**config.mk**
```make
export PLATFORM = sky130hd
export DESIGN_NAME = ntc_merge
export DESIGN_NICKNAME = d
export VERILOG_FILES = /design/src/sv/ntc_pkg.sv /design/src/sv/ntc_merge.sv
export SDC_FILE = /design/constraint.sdc
export NUM_CORES = 1
export LEC_CHECK = 0
export BUFFER_PORTS_ARGS = -buffer_cell sky130_fd_sc_hd__buf_4
export CAP_MARGIN = 20
export CELL_PAD_IN_SITES_DETAIL_PLACEMENT = 0
export CELL_PAD_IN_SITES_GLOBAL_PLACEMENT = 1
export CORE_AREA = 2 2 265 267
export DETAILED_ROUTE_END_ITERATION = 6
export DIE_AREA = 0 0 267 269
export PLACE_DENSITY_LB_ADDON = 0.15
export SLEW_MARGIN = 20
export SYNTH_ARGS = -nofsm -noshare
export SYNTH_HDL_FRONTEND = slang
export SYNTH_SLANG_ARGS = --single-unit
```
**constraint.sdc**
```tcl
create_clock -name clk -period 25.5 [get_ports clk]
set_input_delay 1.275 -clock clk [delete_from_list [all_inputs] [get_ports clk]]
set_output_delay 1.275 -clock clk [all_outputs]
set_load 0.05 [all_outputs]
```
**src/sv/ntc_pkg.sv**
```systemverilog
package ntc_pkg;

    localparam int DIV_BITS = 30;
    localparam int LANE_LAT = DIV_BITS + 3;

    localparam logic [30:0] NEAR_RESET = 31'd1;

    // register index, byte address is 4 times this
    localparam logic [1:0] REG_NEAR = 2'd0;

    typedef struct packed {
        logic signed [31:0] x;
        logic signed [31:0] y;
        logic signed [31:0] z;
    } vec_t;

    typedef enum logic [1:0] {
        MODE_PASS,
        MODE_TRI,
        MODE_QUAD
    } mode_t;

    typedef struct packed {
        logic  valid;
        mode_t mode;
    } pipe_ctl_t;

endpackage

```
**src/sv/ntc_merge.sv**
```systemverilog
module ntc_merge (
    input  logic               clk,
    input  logic               rst_n,
    input  ntc_pkg::pipe_ctl_t ctl,
    input  ntc_pkg::vec_t      r0,
    input  ntc_pkg::vec_t      r2,
    input  ntc_pkg::vec_t      p,
    input  ntc_pkg::vec_t      q,
    output logic               adv,
    output logic               out_valid,
    input  logic               out_ready,
    output ntc_pkg::vec_t      o_a,
    output ntc_pkg::vec_t      o_b,
    output ntc_pkg::vec_t      o_c,
    output logic               o_last
);
    import ntc_pkg::*;

    logic  full_reg, full_next;
    logic  phase_reg, phase_next;
    mode_t mode_reg;
    vec_t  r0_reg, r2_reg, p_reg, q_reg;
    logic  take, load;

    always_comb
    begin
        o_last = (mode_reg != MODE_QUAD) || phase_reg;
        case (mode_reg)
            MODE_TRI:
            begin
                o_a = r0_reg;
                o_b = p_reg;
                o_c = q_reg;
            end
            MODE_QUAD:
            begin
                o_a = phase_reg ? p_reg : r0_reg;
                o_b = phase_reg ? q_reg : p_reg;
                o_c = r2_reg;
            end
            default:
            begin
                o_a = r0_reg;
                o_b = p_reg;
                o_c = r2_reg;
            end
        endcase
        out_valid = full_reg;
        take = full_reg && out_ready;
        // pipe moves when the holder frees up or its last stage is empty
        adv = !full_reg || (take && o_last) || !ctl.valid;
        load = adv && ctl.valid;
        full_next = full_reg;
        phase_next = phase_reg;
        if (take)
        begin
            if (o_last)
                full_next = 1'b0;
            else
                phase_next = 1'b1;
        end
        if (load)
        begin
            full_next = 1'b1;
            phase_next = 1'b0;
        end
    end

    always_ff @(posedge clk or negedge rst_n)
    begin
        if (!rst_n)
        begin
            full_reg  <= 1'b0;
            phase_reg <= 1'b0;
            mode_reg  <= MODE_PASS;
        end
        else
        begin
            full_reg  <= full_next;
            phase_reg <= phase_next;
            if (load)
                mode_reg <= ctl.mode;
        end
    end

    always_ff @(posedge clk)
    begin
        if (load)
        begin
            r0_reg <= r0;
            r2_reg <= r2;
            p_reg  <= p;
            q_reg  <= q;
        end
    end

    a_first_then_last: assert property (@(posedge clk) disable iff (!rst_n)
        (take && !o_last) |=> (out_valid && o_last))
        else $error("second quad triangle did not follow");

    a_nonlast_is_quad: assert property (@(posedge clk) disable iff (!rst_n)
        (out_valid && !o_last) |-> (mode_reg == MODE_QUAD))
        else $error("non-final word outside quad");

    a_no_load_over_busy: assert property (@(posedge clk) disable iff (!rst_n)
        (full_reg && !take) |-> !load)
        else $error("holder overwritten");

endmodule
```
; Yosys cells after proc, flatten, opt, wreduce, memory -nomap -nowiden
; Cells that the tools add are included.
[classes]
addsub = 0
multipliers = 0
div = 0
n_lt_le_gt_ge = 0
n_eq_ne = 4
shifts = 0
n_mux = 11
n_bitwise = 0
reduce_logical = 12
[ops]
columns = op, n
row1 = $mux W96, 5
row2 = $mux W1, 6
row3 = $reduce_and A2 Y1, 2
row4 = $reduce_bool A2 Y1, 2
row5 = $logic_and A1 B1 Y1, 3
row6 = $logic_or A1 B1 Y1, 3
row7 = $eq A2 B1 Y1 const B, 1
row8 = $eq A2 B2 Y1 const B, 1
row9 = $logic_not A1 Y1, 2
row10 = $ne A2 B1 Y1 const B, 1
row11 = $ne A2 B2 Y1 const B, 1
[totals]
ff_bits = 388
latch_bits = 0
mem_bits_rw = 0
mem_bits_ro = 0
inputBits = 390
output_inout_bits = 291
elab_cells = 42
memories = 0

; Logic depth before layout (Yosys ltp)
[logic_depth]
depth_word = 8
depth_mapped = 5
ltp_nobuf = 3

; Least setup slack after synthesis
; No wires, ideal clock.
[synth_timing]
kind = input to register
startpoint = input out_ready
endpoint = register p_reg[0] in the netlist's numbering, enable pin
setup_ns = 1.139
arrival_ns = 17.399
required_ns = 24.361
path_slack_ns = 6.962
path_stages = 3
path_cell_list = nand2b_1 > nand2_1 > nor2_1
[synth_between]
elab_chain_len = 5
[synth_rtl]
columns = item, line
row1 = start: declaration, ntc_merge.sv:11  ; input logic out_ready,
row2 = $logic_and A1 B1 Y1, ntc_merge.sv:49  ; take = full_reg && out_ready;
row3 = $logic_and A1 B1 Y1, ntc_merge.sv:51  ; adv = !full_reg || (take && o_last) || !ctl.valid;
row4 = $logic_or A1 B1 Y1 (2 in series), ntc_merge.sv:51
row5 = $logic_and A1 B1 Y1, ntc_merge.sv:52  ; load = adv && ctl.valid;
row6 = end signal: assignment, ntc_merge.sv:92  ; p_reg <= p;
row7 = end: declaration, ntc_merge.sv:22  ; vec_t r0_reg, r2_reg, p_reg, q_reg;
; Every way passes these cells.
; A chain may end at the register's enable or synchronous reset.

==> impl_metrics.ini <==
[status]
status = complete, no violations

[setup_path]
worstPathArrival_ns = 3.29
path_class = reg2out
r2r_cells = 6
crit_path_frequent_cell = buf_4
cp-endpoint = o_c[37]
slowest_delay_ns = 0.84
rrSetupSlack_ns = 21.55
path_cells = nand2b_4 -> buf_4 -> mux2_2 -> buf_4
critical_path.max_fanout = 49
start_kind = flip-flop
startpoint = mode_reg[1]
cp_slowest_cell = buf_4
reg2reg_from = mode_reg[0]
timing.rr.end = p_reg[65]
end_kind = primary output
cp_data_required_time_ns = 24.23

[cells_and_area]
stdcell_count = 2420
layout.nets = 1828
drive_gt1_frac = 0.708
area_growth_syn_to_layout_pct = 49.6
utilization = 0.331

[timing]
period_minus_slack_ns = 4.56
worstMarginPinSlew_ns = 1.04
fmax_ghz = 0.219
maxSlewViolCount = 0
finalSetupViolations = 0
slew_headroom = 0.309
hold_viol_final = 0
fin_skew_ns = 0.0191
setup_tns_ns = 0
post-route-period-util = 0.179
rsz0062_at_grt = no

[job]
maxCapViolCount = 0

[global_route]
grt_pass1_wl_um = 72300
grt_pass1_vias = 10400
antenna_found_initial = 9
grt_max_degree = 176
grt_overflow = 0
grt.total_usage = 0.140

[power]
p_total_mw = 2.79
cellPowerDensity_nw_per_um2 = 122
leakage_nw = 8.98
vdd_ir_drop_max_mv = 0.0755

[synthesis]
ys_ff_latch = 388
synth_cells = 729
yosys.cell_types.count = 20
synth_top_cell_by_area = edfxtp_1
syn_area_um2 = 15300
synth-edff-count = 384
synthTopCellsByCount = 384 x edfxtp_1, 282 x mux2_2, 23 x buf_6, 7 x buf_2, 6 x mux2_4
synth_nets = 1119
synthDominantCellAreaShare = 0.753
syn_area_per_cell_um2 = 21.0
synth.most_common_cell = edfxtp_1
yosysSeqAreaShare = 0.759
yosysWarnings = 0
synth.area.top_cells = edfxtp_1 75%, mux2_2 21%, buf_6 1.7%
synthArstFlopShare = 0.0103
synth_ff_type = edfxtp_1

[place]
dpl.hpwl_um = 39400
finalWeightedCongestion = 0.788
dp.cells = 2326
numPortBuffers = 680

[die]
initial_core_util = 0.221
die_area_um2 = 71800
fp.dieH_um = 269
die_w_um = 267
io_pins = 681
num_rows = 97
core_um2 = 69300

[clocking]
hold_buffers = 0
numCtsBuffers = 49
cts_tree = done
cts_setup_buffers = 0
cts_num_sinks = 388
clkLatencyLatePin_ns = 0.58
htree_levels = 2
cts_root_buffer = clkbuf_16
clockBufferDepth = 3
post_cts_resized = 0
path_clk_slew_ns = 0.05

[min_path]
hp-class = in2async

[detailed_routing]
drt.antenna.violating_nets = 0
drt-pass1-iter-count = 4
avgRoutedWirePerCell_um = 22.0
first_iter_violations = 405
drc = 0
wl_um = 53200
vias_per_cell = 3.91
vias = 9458
## metal layers
metal  global-route usage  wire, um  share of wire
met1                0.148     18500           0.35
met2                0.250     28200           0.53
met3               0.0604      5060          0.095
met4               0.0446      1270          0.024
met5                    0        75         0.0014
## critical path, delay by kind of cell, from the launching register on
family / cells / cell delay [ns]
flip-flops: 1 / 0.42
multiplexers: 1 / 0.42
buffers and inverters: 2 / 1.03
AND/OR/NAND/NOR: 1 / 0.70
## cell type report
class	count	area (um2)
diodes	4	10.0
well taps	940	1180
flip-flops and latches	388	11600
fillers	6862	46400
inverters	1	3.75
repair buffers	690	5210
multi-input cells	308	3390
clock buffers	62	1320
clock inverters	27	180
## worst min-delay path by stage
stage	start	endpoint	slack (ns)	cells after the start
after floorplan	phase_reg	phase_reg	0.51	1
after CTS	rst_n	mode_reg[1]	0.43	1
after global placement	phase_reg	phase_reg	0.57	1
final	rst_n	mode_reg[1]	0.48	1
after global routing	rst_n	mode_reg[1]	0.44	1
after detailed placement	phase_reg	phase_reg	0.55	1
## logic make-up (layout without fill, tap and decap cells)
kind of cell / count (synthesis) / count (layout) / synth area share
AOI/OAI and AO/OA: 5 / 5 / 0.00188
buffers and inverters: 33 / 780 / 0.0204
DFF: 388 / 388 / 0.759
muxes: 288 / 288 / 0.213
other: 0 / 4 / 0
and+or+nand+nor: 15 / 15 / 0.00515
## stage by stage
| step | area, um2 | worst slack [ns] | hold WS, ns |
|---|---|---|---|
| 5_1_grt | 22900 | 20.70 | 0.440 |
| 3_3_place_gp | 21400 | 20.72 | 0.571 |
| 6_report | 22900 | 20.94 | 0.481 |
| 2_1_floorplan | 15300 | 6.96 | 0.505 |
| 4_1_cts | 22900 | 20.82 | 0.434 |
| 3_5_place_dp | 21400 | 20.69 | 0.548 |
## cells in the final DEF (no fill, tap or decap)
master,n
a21oi_1,1
a22o_1,1
and3_1,1
buf_12,1
buf_16,1
buf_4,688
bufinv_16,2
clkbuf_1,11
clkbuf_16,51
clkinv_1,13
clkinv_2,9
dfrtp_1,4
diode_2,4
edfxtp_1,384
inv_1,1
inv_6,3
mux2_2,282
mux2_4,6
nand2_1,2
nand2b_1,1
nand2b_4,1
nand3_1,3
nand3b_1,1
nor2_1,1
nor2_4,1
nor2b_1,1
nor3_1,2
o21ai_0,3
or3_1,1
## where the power goes
| group | switching [mW] | internal [mW] | leakage, nW |
|---|---|---|---|
| registers | 0.0389 | 0.838 | 3.63 |
| logic | 0.850 | 0.403 | 4.62 |
| clock network | 0.272 | 0.384 | 0.739 |
Note: power is estimated with default switching activity, not from simulation.
